**src/design/assert_macros.svh**
```systemverilog
// ----------------------------------------------------------------------------
// Assertion macros
// Shared concurrent assertion wrappers, clocked on clock, disabled in reset.
// ----------------------------------------------------------------------------
`ifndef ASSERT_MACROS_SVH
`define ASSERT_MACROS_SVH

// Check that a condition holds at every clock edge.
`define ASSERT_ALWAYS(label, cond, msg) \
   label: assert property (@(posedge clock) disable iff (reset) (cond)) \
      else $error(msg);

// Check that a trigger is followed by a condition at the next edge.
`define ASSERT_NEXT(label, trig, cond, msg) \
   label: assert property (@(posedge clock) disable iff (reset) (trig) |=> (cond)) \
      else $error(msg);

`endif

```
**src/design/ptgr_pkg.sv**
```systemverilog
// ----------------------------------------------------------------------------
// ptgr_pkg
// Types, constants and codes shared by the gray conversion and rotation unit.
// ----------------------------------------------------------------------------
`timescale 1ns / 1ps

package ptgr_pkg;

   // Panel geometry
   localparam int PANEL_WIDTH  = 1024;
   localparam int PANEL_HEIGHT = 768;

   // Field widths
   localparam int DIM_W   = 11;         // source size and counters
   localparam int DIMX_W  = DIM_W + 1;  // room for count + 1 and panel sizes
   localparam int ADDR_W  = 20;
   localparam int WORD_W  = 32;
   localparam int GRAY_W  = 8;
   localparam int LSUM_W  = 16;         // 77+150+29 = 256, so 8 + 8 bits

   // Luma weights
   localparam logic [GRAY_W-1:0] LUMA_R = 8'd77;
   localparam logic [GRAY_W-1:0] LUMA_G = 8'd150;
   localparam logic [GRAY_W-1:0] LUMA_B = 8'd29;

   // Queue between front and back
   localparam int FIFO_DEPTH = 4;
   localparam int FIFO_PTR_W = $clog2(FIFO_DEPTH);
   localparam int FIFO_CNT_W = $clog2(FIFO_DEPTH + 1);

   // CSR
   localparam int CSR_IDX_W  = 2;
   localparam int CSR_DATA_W = DIM_W;

   typedef enum logic [CSR_IDX_W-1:0] {
      CSR_PIXEL_FORMAT  = 2'd0,
      CSR_ROTATION      = 2'd1,
      CSR_SOURCE_WIDTH  = 2'd2,
      CSR_SOURCE_HEIGHT = 2'd3
   } csr_index_type;

   typedef enum logic [2:0] {
      FMT_RGBA8888 = 3'd0,
      FMT_BGRA8888 = 3'd1,
      FMT_RGBX8888 = 3'd2,
      FMT_BGRX8888 = 3'd3,
      FMT_RGB888   = 3'd4,
      FMT_RGB565   = 3'd5,
      FMT_GRAY8    = 3'd6
   } format_type;

   typedef enum logic [2:0] {
      ROT_NONE      = 3'd0,
      ROT_180       = 3'd1,
      ROT_CCW90     = 3'd2,
      ROT_CW90      = 3'd3,
      ROT_TRANSPOSE = 3'd4
   } rotation_type;

   localparam logic [DIM_W-1:0] SOURCE_WIDTH_RESET  = 11'd1024;
   localparam logic [DIM_W-1:0] SOURCE_HEIGHT_RESET = 11'd768;

   typedef struct packed {
      format_type        pixel_format;
      rotation_type      rotation;
      logic [DIM_W-1:0]  source_width;
      logic [DIM_W-1:0]  source_height;
   } cfg_type;

   // One classified pixel on its way from front to back
   typedef struct packed {
      logic [GRAY_W-1:0] red;
      logic [GRAY_W-1:0] green;
      logic [GRAY_W-1:0] blue;
      logic [ADDR_W-1:0] dest_x;
      logic [ADDR_W-1:0] dest_y;
      logic              geometry_error;
      logic              frame_last;
   } entry_type;

   // Queue handshake toward either side
   typedef struct packed {
      logic full;
      logic empty;
   } fifo_status_type;

endpackage

```
**src/design/ptgr_front.sv**
```systemverilog
// ----------------------------------------------------------------------------
// ptgr_front
// Accepts source pixels, decodes the format into channels, tracks the source
// position and works out the rotated panel coordinates and the flags.
// ----------------------------------------------------------------------------
`timescale 1ns / 1ps
`include "assert_macros.svh"

module ptgr_front import ptgr_pkg::*; (
   input  logic              clock,
   input  logic              reset,
   input  cfg_type           cfg,
   input  logic              req_valid,
   output logic              req_ready,
   input  logic [WORD_W-1:0] req_pixel_word,
   input  fifo_status_type   fifo_status,
   output logic              push,
   output entry_type         push_entry
);

   logic [DIM_W-1:0]  col_ff, col_in;
   logic [DIM_W-1:0]  row_ff, row_in;
   logic [DIMX_W-1:0] col_plus, row_plus;
   logic              last_col, last_row;
   logic [ADDR_W-1:0] sx, sy, w_ext, h_ext;
   logic              fmt_bad;
   logic [4:0]        r5, b5;
   logic [5:0]        g6;
   logic [GRAY_W-1:0] chan_red, chan_green, chan_blue;
   logic [ADDR_W-1:0] dest_x, dest_y;
   logic              geom_err;

   assign req_ready = !fifo_status.full;
   assign push      = req_valid && req_ready;

   assign col_plus = DIMX_W'(col_ff) + DIMX_W'(1);
   assign row_plus = DIMX_W'(row_ff) + DIMX_W'(1);
   assign last_col = col_plus >= DIMX_W'(cfg.source_width);
   assign last_row = row_plus >= DIMX_W'(cfg.source_height);

   assign sx    = ADDR_W'(col_ff);
   assign sy    = ADDR_W'(row_ff);
   assign w_ext = ADDR_W'(cfg.source_width);
   assign h_ext = ADDR_W'(cfg.source_height);

   assign r5 = req_pixel_word[15:11];
   assign g6 = req_pixel_word[10:5];
   assign b5 = req_pixel_word[4:0];

   // Channel decode; gray feeds one byte to all three channels (weights sum to 256)
   always_comb begin
      fmt_bad    = 1'b0;
      chan_red   = '0;
      chan_green = '0;
      chan_blue  = '0;
      case (cfg.pixel_format)
         FMT_RGBA8888, FMT_RGBX8888, FMT_RGB888: begin
            chan_red   = req_pixel_word[7:0];
            chan_green = req_pixel_word[15:8];
            chan_blue  = req_pixel_word[23:16];
         end
         FMT_BGRA8888, FMT_BGRX8888: begin
            chan_red   = req_pixel_word[23:16];
            chan_green = req_pixel_word[15:8];
            chan_blue  = req_pixel_word[7:0];
         end
         FMT_RGB565: begin
            chan_red   = {r5, r5[4:2]};
            chan_green = {g6, g6[5:4]};
            chan_blue  = {b5, b5[4:2]};
         end
         FMT_GRAY8: begin
            chan_red   = req_pixel_word[7:0];
            chan_green = req_pixel_word[7:0];
            chan_blue  = req_pixel_word[7:0];
         end
         default: begin
            fmt_bad = 1'b1;
         end
      endcase
   end

   // Geometry check and rotated coordinates, all modulo the address width
   always_comb begin
      dest_x   = '0;
      dest_y   = '0;
      geom_err = 1'b1;
      case (cfg.rotation)
         ROT_NONE: begin
            dest_x = sx;
            dest_y = sy;
         end
         ROT_180: begin
            dest_x = w_ext - ADDR_W'(1) - sx;
            dest_y = h_ext - ADDR_W'(1) - sy;
         end
         ROT_CCW90: begin
            dest_x = sy;
            dest_y = w_ext - ADDR_W'(1) - sx;
         end
         ROT_CW90: begin
            dest_x = h_ext - ADDR_W'(1) - sy;
            dest_y = sx;
         end
         ROT_TRANSPOSE: begin
            dest_x = sy;
            dest_y = sx;
         end
         default: begin
            dest_x = '0;
         end
      endcase
      if (cfg.rotation inside {ROT_NONE, ROT_180}) begin
         geom_err = fmt_bad
            || (DIMX_W'(cfg.source_width)  != DIMX_W'(PANEL_WIDTH))
            || (DIMX_W'(cfg.source_height) != DIMX_W'(PANEL_HEIGHT));
      end else if (cfg.rotation inside {[ROT_CCW90:ROT_TRANSPOSE]}) begin
         geom_err = fmt_bad
            || (DIMX_W'(cfg.source_width)  != DIMX_W'(PANEL_HEIGHT))
            || (DIMX_W'(cfg.source_height) != DIMX_W'(PANEL_WIDTH));
      end
   end

   assign push_entry = '{red: chan_red, green: chan_green, blue: chan_blue,
                         dest_x: dest_x, dest_y: dest_y, geometry_error: geom_err,
                         frame_last: last_col && last_row};

   // Source position counters, wrapping at row and frame end
   always_comb begin
      col_in = col_ff;
      row_in = row_ff;
      if (push) begin
         if (last_col) begin
            col_in = '0;
            row_in = last_row ? '0 : row_plus[DIM_W-1:0];
         end else begin
            col_in = col_plus[DIM_W-1:0];
         end
      end
   end

   always_ff @(posedge clock) begin
      if (reset) begin
         col_ff <= '0;
         row_ff <= '0;
      end else begin
         col_ff <= col_in;
         row_ff <= row_in;
      end
   end

   `ASSERT_NEXT(frame_end_wraps, push && push_entry.frame_last, col_ff == '0 && row_ff == '0, "counters did not wrap after frame end")
   `ASSERT_NEXT(row_end_clears_col, push && last_col, col_ff == '0, "column not cleared at row end")

endmodule

```
**src/design/ptgr_fifo.sv**
```systemverilog
// ----------------------------------------------------------------------------
// ptgr_fifo
// Short queue of classified pixels between the front and the back.
// ----------------------------------------------------------------------------
`timescale 1ns / 1ps
`include "assert_macros.svh"

module ptgr_fifo import ptgr_pkg::*; (
   input  logic            clock,
   input  logic            reset,
   input  logic            push,
   input  entry_type       push_entry,
   input  logic            pop,
   output entry_type       head_entry,
   output fifo_status_type status
);

   entry_type               slot_ff [FIFO_DEPTH];
   logic [FIFO_PTR_W-1:0]   wr_ptr_ff, wr_ptr_in;
   logic [FIFO_PTR_W-1:0]   rd_ptr_ff, rd_ptr_in;
   logic [FIFO_CNT_W-1:0]   count_ff, count_in;

   assign status.full  = count_ff == FIFO_CNT_W'(FIFO_DEPTH);
   assign status.empty = count_ff == '0;
   assign head_entry   = slot_ff[rd_ptr_ff];

   always_comb begin
      wr_ptr_in = push ? wr_ptr_ff + FIFO_PTR_W'(1) : wr_ptr_ff;
      rd_ptr_in = pop  ? rd_ptr_ff + FIFO_PTR_W'(1) : rd_ptr_ff;
      count_in  = count_ff;
      if (push && !pop) begin
         count_in = count_ff + FIFO_CNT_W'(1);
      end else if (pop && !push) begin
         count_in = count_ff - FIFO_CNT_W'(1);
      end
   end

   always_ff @(posedge clock) begin
      if (push) begin
         slot_ff[wr_ptr_ff] <= push_entry;
      end
   end

   always_ff @(posedge clock) begin
      if (reset) begin
         wr_ptr_ff <= '0;
         rd_ptr_ff <= '0;
         count_ff  <= '0;
      end else begin
         wr_ptr_ff <= wr_ptr_in;
         rd_ptr_ff <= rd_ptr_in;
         count_ff  <= count_in;
      end
   end

   `ASSERT_ALWAYS(fifo_count_bounded, count_ff <= FIFO_CNT_W'(FIFO_DEPTH), "queue count above depth")
   `ASSERT_ALWAYS(fifo_ptrs_match_count, wr_ptr_ff == rd_ptr_ff + FIFO_PTR_W'(count_ff), "queue pointers disagree with count")

endmodule

```
**src/design/ptgr_back.sv**
```systemverilog
// ----------------------------------------------------------------------------
// ptgr_back
// Computes luma and the panel address of the queue head and holds the result
// in the output register until it is taken.
// ----------------------------------------------------------------------------
`timescale 1ns / 1ps
`include "assert_macros.svh"

module ptgr_back import ptgr_pkg::*; (
   input  logic              clock,
   input  logic              reset,
   input  fifo_status_type   fifo_status,
   input  entry_type         head_entry,
   output logic              pop,
   output logic              rsp_valid,
   input  logic              rsp_ready,
   output logic [GRAY_W-1:0] rsp_gray_level,
   output logic [ADDR_W-1:0] rsp_dest_address,
   output logic              rsp_geometry_error,
   output logic              rsp_frame_last
);

   logic              valid_ff, valid_in;
   logic [GRAY_W-1:0] gray_ff;
   logic [ADDR_W-1:0] addr_ff, addr_in;
   logic              err_ff;
   logic              last_ff;
   logic [LSUM_W-1:0] luma_sum;
   logic [ADDR_W-1:0] row_base;

   assign pop = !fifo_status.empty && (!valid_ff || rsp_ready);

   assign luma_sum = LSUM_W'(head_entry.red)   * LSUM_W'(LUMA_R)
                   + LSUM_W'(head_entry.green) * LSUM_W'(LUMA_G)
                   + LSUM_W'(head_entry.blue)  * LSUM_W'(LUMA_B);

   assign row_base = ADDR_W'(head_entry.dest_y * ADDR_W'(PANEL_WIDTH));
   assign addr_in  = head_entry.geometry_error ? '0 : row_base + head_entry.dest_x;

   always_comb begin
      valid_in = valid_ff;
      if (pop) begin
         valid_in = 1'b1;
      end else if (rsp_ready) begin
         valid_in = 1'b0;
      end
   end

   always_ff @(posedge clock) begin
      if (reset) begin
         valid_ff <= 1'b0;
      end else begin
         valid_ff <= valid_in;
      end
   end

   always_ff @(posedge clock) begin
      if (pop) begin
         gray_ff <= luma_sum[LSUM_W-1:LSUM_W-GRAY_W];
         addr_ff <= addr_in;
         err_ff  <= head_entry.geometry_error;
         last_ff <= head_entry.frame_last;
      end
   end

   assign rsp_valid          = valid_ff;
   assign rsp_gray_level     = gray_ff;
   assign rsp_dest_address   = addr_ff;
   assign rsp_geometry_error = err_ff;
   assign rsp_frame_last     = last_ff;

   `ASSERT_ALWAYS(discarded_addr_zero, !(valid_ff && err_ff) || addr_ff == '0, "discarded result carries an address")
   `ASSERT_NEXT(pop_loads_output, pop, valid_ff, "popped entry did not reach the output")

endmodule

```
**src/design/pixel_to_gray_rotate_unit.sv**
```systemverilog
// ----------------------------------------------------------------------------
// pixel_to_gray_rotate_unit
// Raster pixel stream to 8-bit gray with rotated panel addressing.
// ----------------------------------------------------------------------------
// Takes one source pixel per request in raster order, decodes it by the
// configured format, computes luma as (77R + 150G + 29B) >> 8 and gives the
// pixel's index in a 1024 x 768 panel buffer after the configured rotation.
// Sustained rate is one request per clock cycle while rsp_ready stays high;
// an accepted request is registered first in the front-to-back queue and then
// in the output register. The four-entry queue sets how far the front runs
// ahead of a stalled output: req_ready drops only when it is full.
// geometry_error flags a source size that does not match the panel after
// rotation, or an unknown format or rotation; such results carry address 0.
// frame_last marks the last pixel of a frame, after which the position
// counters wrap. Write CSRs only while no request is in flight.
// ----------------------------------------------------------------------------
`timescale 1ns / 1ps

module pixel_to_gray_rotate_unit import ptgr_pkg::*; (
   input  logic                  clock,
   input  logic                  reset,
   // configuration
   input  logic                  csr_write_enable,
   input  logic [CSR_IDX_W-1:0]  csr_index,
   input  logic [CSR_DATA_W-1:0] csr_write_data,
   // source pixels
   input  logic                  req_valid,
   output logic                  req_ready,
   input  logic [WORD_W-1:0]     req_pixel_word,
   // results
   output logic                  rsp_valid,
   input  logic                  rsp_ready,
   output logic [GRAY_W-1:0]     rsp_gray_level,
   output logic [ADDR_W-1:0]     rsp_dest_address,
   output logic                  rsp_geometry_error,
   output logic                  rsp_frame_last
);

   // Configuration registers
   format_type       pixel_format_ff, pixel_format_in;
   rotation_type     rotation_ff, rotation_in;
   logic [DIM_W-1:0] source_width_ff, source_width_in;
   logic [DIM_W-1:0] source_height_ff, source_height_in;
   cfg_type          cfg;

   fifo_status_type  fifo_status;
   logic             push;
   logic             pop;
   entry_type        push_entry;
   entry_type        head_entry;

   // Decode CSR writes; hold every register not addressed
   always_comb begin
      pixel_format_in  = pixel_format_ff;
      rotation_in      = rotation_ff;
      source_width_in  = source_width_ff;
      source_height_in = source_height_ff;
      if (csr_write_enable) begin
         case (csr_index_type'(csr_index))
            CSR_PIXEL_FORMAT:  pixel_format_in  = format_type'(csr_write_data[2:0]);
            CSR_ROTATION:      rotation_in      = rotation_type'(csr_write_data[2:0]);
            CSR_SOURCE_WIDTH:  source_width_in  = csr_write_data;
            CSR_SOURCE_HEIGHT: source_height_in = csr_write_data;
            default: begin
               pixel_format_in = pixel_format_ff;
            end
         endcase
      end
   end

   always_ff @(posedge clock) begin
      if (reset) begin
         pixel_format_ff  <= FMT_RGBA8888;
         rotation_ff      <= ROT_NONE;
         source_width_ff  <= SOURCE_WIDTH_RESET;
         source_height_ff <= SOURCE_HEIGHT_RESET;
      end else begin
         pixel_format_ff  <= pixel_format_in;
         rotation_ff      <= rotation_in;
         source_width_ff  <= source_width_in;
         source_height_ff <= source_height_in;
      end
   end

   assign cfg.pixel_format  = pixel_format_ff;
   assign cfg.rotation      = rotation_ff;
   assign cfg.source_width  = source_width_ff;
   assign cfg.source_height = source_height_ff;

   // Front: accept, decode, position and classify
   ptgr_front u_front (
      .clock          (clock),
      .reset          (reset),
      .cfg            (cfg),
      .req_valid      (req_valid),
      .req_ready      (req_ready),
      .req_pixel_word (req_pixel_word),
      .fifo_status    (fifo_status),
      .push           (push),
      .push_entry     (push_entry)
   );

   // Queue decoupling front and back
   ptgr_fifo u_fifo (
      .clock      (clock),
      .reset      (reset),
      .push       (push),
      .push_entry (push_entry),
      .pop        (pop),
      .head_entry (head_entry),
      .status     (fifo_status)
   );

   // Back: luma, address and output register
   ptgr_back u_back (
      .clock              (clock),
      .reset              (reset),
      .fifo_status        (fifo_status),
      .head_entry         (head_entry),
      .pop                (pop),
      .rsp_valid          (rsp_valid),
      .rsp_ready          (rsp_ready),
      .rsp_gray_level     (rsp_gray_level),
      .rsp_dest_address   (rsp_dest_address),
      .rsp_geometry_error (rsp_geometry_error),
      .rsp_frame_last     (rsp_frame_last)
   );

endmodule
```
**config.mk**
```make
export PLATFORM = sky130hd
export DESIGN_NAME = pixel_to_gray_rotate_unit
export DESIGN_NICKNAME = d
export VERILOG_FILES = /design/src/design/ptgr_pkg.sv /design/src/design/ptgr_front.sv /design/src/design/ptgr_fifo.sv /design/src/design/ptgr_back.sv /design/src/design/pixel_to_gray_rotate_unit.sv
export VERILOG_INCLUDE_DIRS = /design/src /design/src/design
export SDC_FILE = /design/constraint.sdc
export NUM_CORES = 1
export LEC_CHECK = 0
export BUFFER_PORTS_ARGS = -buffer_cell sky130_fd_sc_hd__clkbuf_2
export CAP_MARGIN = 25
export CELL_PAD_IN_SITES_DETAIL_PLACEMENT = 0
export CELL_PAD_IN_SITES_GLOBAL_PLACEMENT = 1
export CORE_MARGIN = 8
export CORE_UTILIZATION = 57
export CTS_BUF_LIST = sky130_fd_sc_hd__clkbuf_4
export CTS_CLUSTER_SIZE = 20
export DETAILED_ROUTE_END_ITERATION = 8
export PLACE_DENSITY = 0.89
export REMOVE_ABC_BUFFERS = 1
export SYNTH_ARGS = -nofsm -noshare
export SYNTH_HDL_FRONTEND = slang
export SYNTH_SLANG_ARGS = --single-unit
```
**constraint.sdc**
```tcl
create_clock -name clock -period 11.37 [get_ports clock]
set_clock_uncertainty 0.1 [all_clocks]
set_input_delay 2.274 -clock clock [delete_from_list [all_inputs] [get_ports clock]]
set_output_delay 2.274 -clock clock [all_outputs]
set_load 0.01 [all_outputs]
```
==> impl_metrics.yaml <==
synthesis:
  number_of_enable_type_register_cells_in_the_synthesized_netlist: 254
  synth_sequential_area_ratio_pct: 47.5
  ys_seq_elements: 314
  synth.cell_area_sq_um: 18600
  post_synth_num_cell_types: 72
  postSynthAreaPerCell_sq_um: 11.9
  synthesis.instances: 1566
  dominantRegCellSynth: "sky130_fd_sc_hd__edfxtp_1"
  post-synth-top-area-fraction_pct: 41.1
  netlist.top_cell.by_area: "sky130_fd_sc_hd__edfxtp_1"
  synth-warning-count: 0
  area_contributors_post_synth: "sky130_fd_sc_hd__edfxtp_1, sky130_fd_sc_hd__ha_1, sky130_fd_sc_hd__mux4_2"
  ys_async_sr_fraction_pct: 0
worst_hold_path:
  hold_depth: 2
  worstHoldPathType: "reg2reg"
setup_path:
  critical_path_depth: 23
  worst-endpoint-required_ns: 11.74
  setup.worst_path.class: "reg2reg"
  crit_arrival_ns: 8.66
  worst_r2r_path_depth: 23
  crit_path_top_delay_cell: "sky130_fd_sc_hd__dfxtp_4"
  worstPathCellList: "buf_4 > mux4_2 > ha_1 > ha_1 > inv_1 > fa_1 > inv_1 > fa_1 > ha_1 > xor2_1 > fa_1 > fa_1 > fa_1 > inv_1 > fa_1 > ha_1 > and2_1 > a311oi_1 > o21a_1 > o21ai_2 > a41o_1 > a31oi_1 > xor2_1"
  critical-path-top-delay-family: "adder cells"
  worst-path-buf-inv: 4
  timing.critical_path.fanout_max: 31
  endpoint_kind: "flop"
  critical_path.startpoint_type: "flop"
  critical-path-max-stage-delay_ns: 0.67
  crit_path_frequent_cell: "sky130_fd_sc_hd__fa_1"
cts:
  worst_setup_hold_path_clk_slew_ns: 0.07
  post_cts_resize_count: 0
  tritoncts_num_sinks: 314
  htree_levels: 3
  root_buffer: "sky130_fd_sc_hd__clkbuf_4"
  cts_setup_buffers: 0
  insertion_delay_ns: 0.72
  tritoncts: "built"
  ctsLongestPathBuffers: 3
  tritoncts.num_buffers: 79
  cts-hold-fix-buffers: 0
global_routing:
  grt_antenna_before_repair: 1
  global_route.overflow_total: 0
  gr_usage_total_pct: 21.3
  grt_first_pass_wirelength_microns: 65600
  grt_start_max_net_pins: 57
  via_count_of_the_first_global_routing_pass: 12634
place:
  port_buffers: 73
  gp_congestion: 0.911
  detailed_place_hpwl_microns: 29800
route:
  dr.pass1.iters: 5
  detail_route.vias_per_cell: 5.79
  drt_iter0_drc: 994
  remaining_drc_errors: 0
  routed_wl_microns: 40800
  postRouteAntennaNets: 0
  vias: 12549
  routed_wire_length_per_instance_microns: 18.8
run_status:
  outcome: "finished, final reports clean"
final_layout:
  post_route_cells_drive_above_1_share_pct: 16.3
  most-common-layout-cells: "sky130_fd_sc_hd__edfxtp_1, sky130_fd_sc_hd__inv_1, sky130_fd_sc_hd__ha_1"
  most_common_cell_after_layout_fill_and_taps_aside: "sky130_fd_sc_hd__edfxtp_1"
  fillCellCount: 2547
  finish.net_count: 1932
  areaGrowthSynthToFinish_pct: 9.22
timing:
  worstMarginPinSlew_ns: 0.942
  drv_slew: 0
  hold_viol_final: 0
  setup_violations: 0
  final.setup.tns_ns: 0
  timing.max_slew.rel_slack_pct: 36.6
  final_period_minus_worst_setup_slack_ns: 8.29
  final_min_period_over_clock_period_pct: 72.9
  fmaxAchievable_ghz: 0.121
  rsz_0062_raised_after_global_routing: "false"
floorplan:
  num_rows: 66
  die-width_microns: 196
  die_h_microns: 196
  io_pins: 82
  initial_utilization_pct: 57.5
  coreArea_sq_um: 32300
  die_area_sq_um: 38600
flow_run:
  drv.max_cap_violation_count: 0
[state kept, by name (all words and copies together), names as in the netlist, named ones only]
name                       count
u_fifo.count_ff                3
u_back.rsp_valid               1
u_back.rsp_gray_level          8
u_fifo.wr_ptr_ff               2
u_front.row_ff                11
u_back.rsp_frame_last          1
u_back.rsp_dest_address       20
rotation_ff                    3
source_width_ff               11
source_height_ff              11
u_fifo.rd_ptr_ff               2
pixel_format_ff                3
u_back.rsp_geometry_error      1
u_front.col_ff                11
u_fifo.slot_ff               224
[per-layer routing]
metal  vias to the layer above  share of wire [%]  GRT usage, %
met1                      6091                 45          29.1
li1                       5983                  -             -
met5                         -                  0             0
met3                        73                6.9          4.61
met4                         0                2.0          6.77
met2                       402                 47          34.0
[worst min-delay path: stages, from the launching register on]
cell and delay (ns):
sky130_fd_sc_hd__dfxtp_1 0.31, sky130_fd_sc_hd__nand2_1 0.06, sky130_fd_sc_hd__a21oi_1 0.05
[cells in the mapped netlist (11+ instances only)]
cell,number
sky130_fd_sc_hd__a21oi_1,83
sky130_fd_sc_hd__a211oi_1,20
sky130_fd_sc_hd__nor2_1,87
sky130_fd_sc_hd__nor2b_1,25
sky130_fd_sc_hd__a22o_1,11
sky130_fd_sc_hd__mux4_2,57
sky130_fd_sc_hd__nor3_1,19
sky130_fd_sc_hd__xor2_1,26
sky130_fd_sc_hd__inv_1,170
sky130_fd_sc_hd__a21o_1,22
sky130_fd_sc_hd__o21a_1,13
sky130_fd_sc_hd__clkbuf_1,40
sky130_fd_sc_hd__nand2b_1,15
sky130_fd_sc_hd__dfxtp_1,60
sky130_fd_sc_hd__nand2_1,121
sky130_fd_sc_hd__o21ai_0,56
sky130_fd_sc_hd__and3_1,19
sky130_fd_sc_hd__nand4_1,11
sky130_fd_sc_hd__fa_1,59
sky130_fd_sc_hd__mux2i_1,19
sky130_fd_sc_hd__edfxtp_1,254
sky130_fd_sc_hd__a31oi_1,17
sky130_fd_sc_hd__ha_1,144
sky130_fd_sc_hd__nand3_1,27
sky130_fd_sc_hd__xnor2_1,52
[metrics by stage]
stage	util [%]	hold slack, ns	std cells	setup slack (ns)	cell area, sq um
detailed placement	60.1	0.355	2040	2.92	19400
global placement	60.1	0.350	2040	3.00	19400
CTS	62.8	0.364	2166	2.96	20300
finish	62.8	0.361	2168	3.08	20300
global route	62.8	0.387	2167	2.55	20300
floorplan	-	0.330	1511	2.23	18400
[kinds of logic (layout without fill, tap and decap cells)]
kind of cell    after synthesis  in the layout  synth area share (%)
buf+inv                     229            387                  4.70
compound gates              305            305                  10.9
flops                       314            314                  47.5
simple gates                361            361                  9.21
other cells                   0              2                     0
fa+ha+maj                   203            203                  16.1
xor+xnor                     78             78                  3.68
mux                          76             76                  7.94
[final timing paths]
path / start / slack [ns] / to
max: flop / 3.08 / u_back.rsp_gray_level[7]
min: source_width_ff[5] / 0.36 / source_width_ff[5]
max reg2reg: flop / 3.08 / u_back.rsp_gray_level[7]
min reg2reg: source_width_ff[5] / 0.36 / source_width_ff[5]
[layout make-up]
type	instances	area (sq um)	share of cell area (%)
multi-input combinational	1023	8880	43.8
sequential	314	8830	43.6
clock buffer	106	796	3.92
inverter	174	653	3.22
tap	442	553	2.73
timing repair buffer	87	470	2.32
clock inverter	20	85.1	0.419
antenna	2	5.00	0.0247
Power is left out: the tool's default activity adds up to more than one toggle a clock period on the data nets, which glitch-free logic cannot reach.
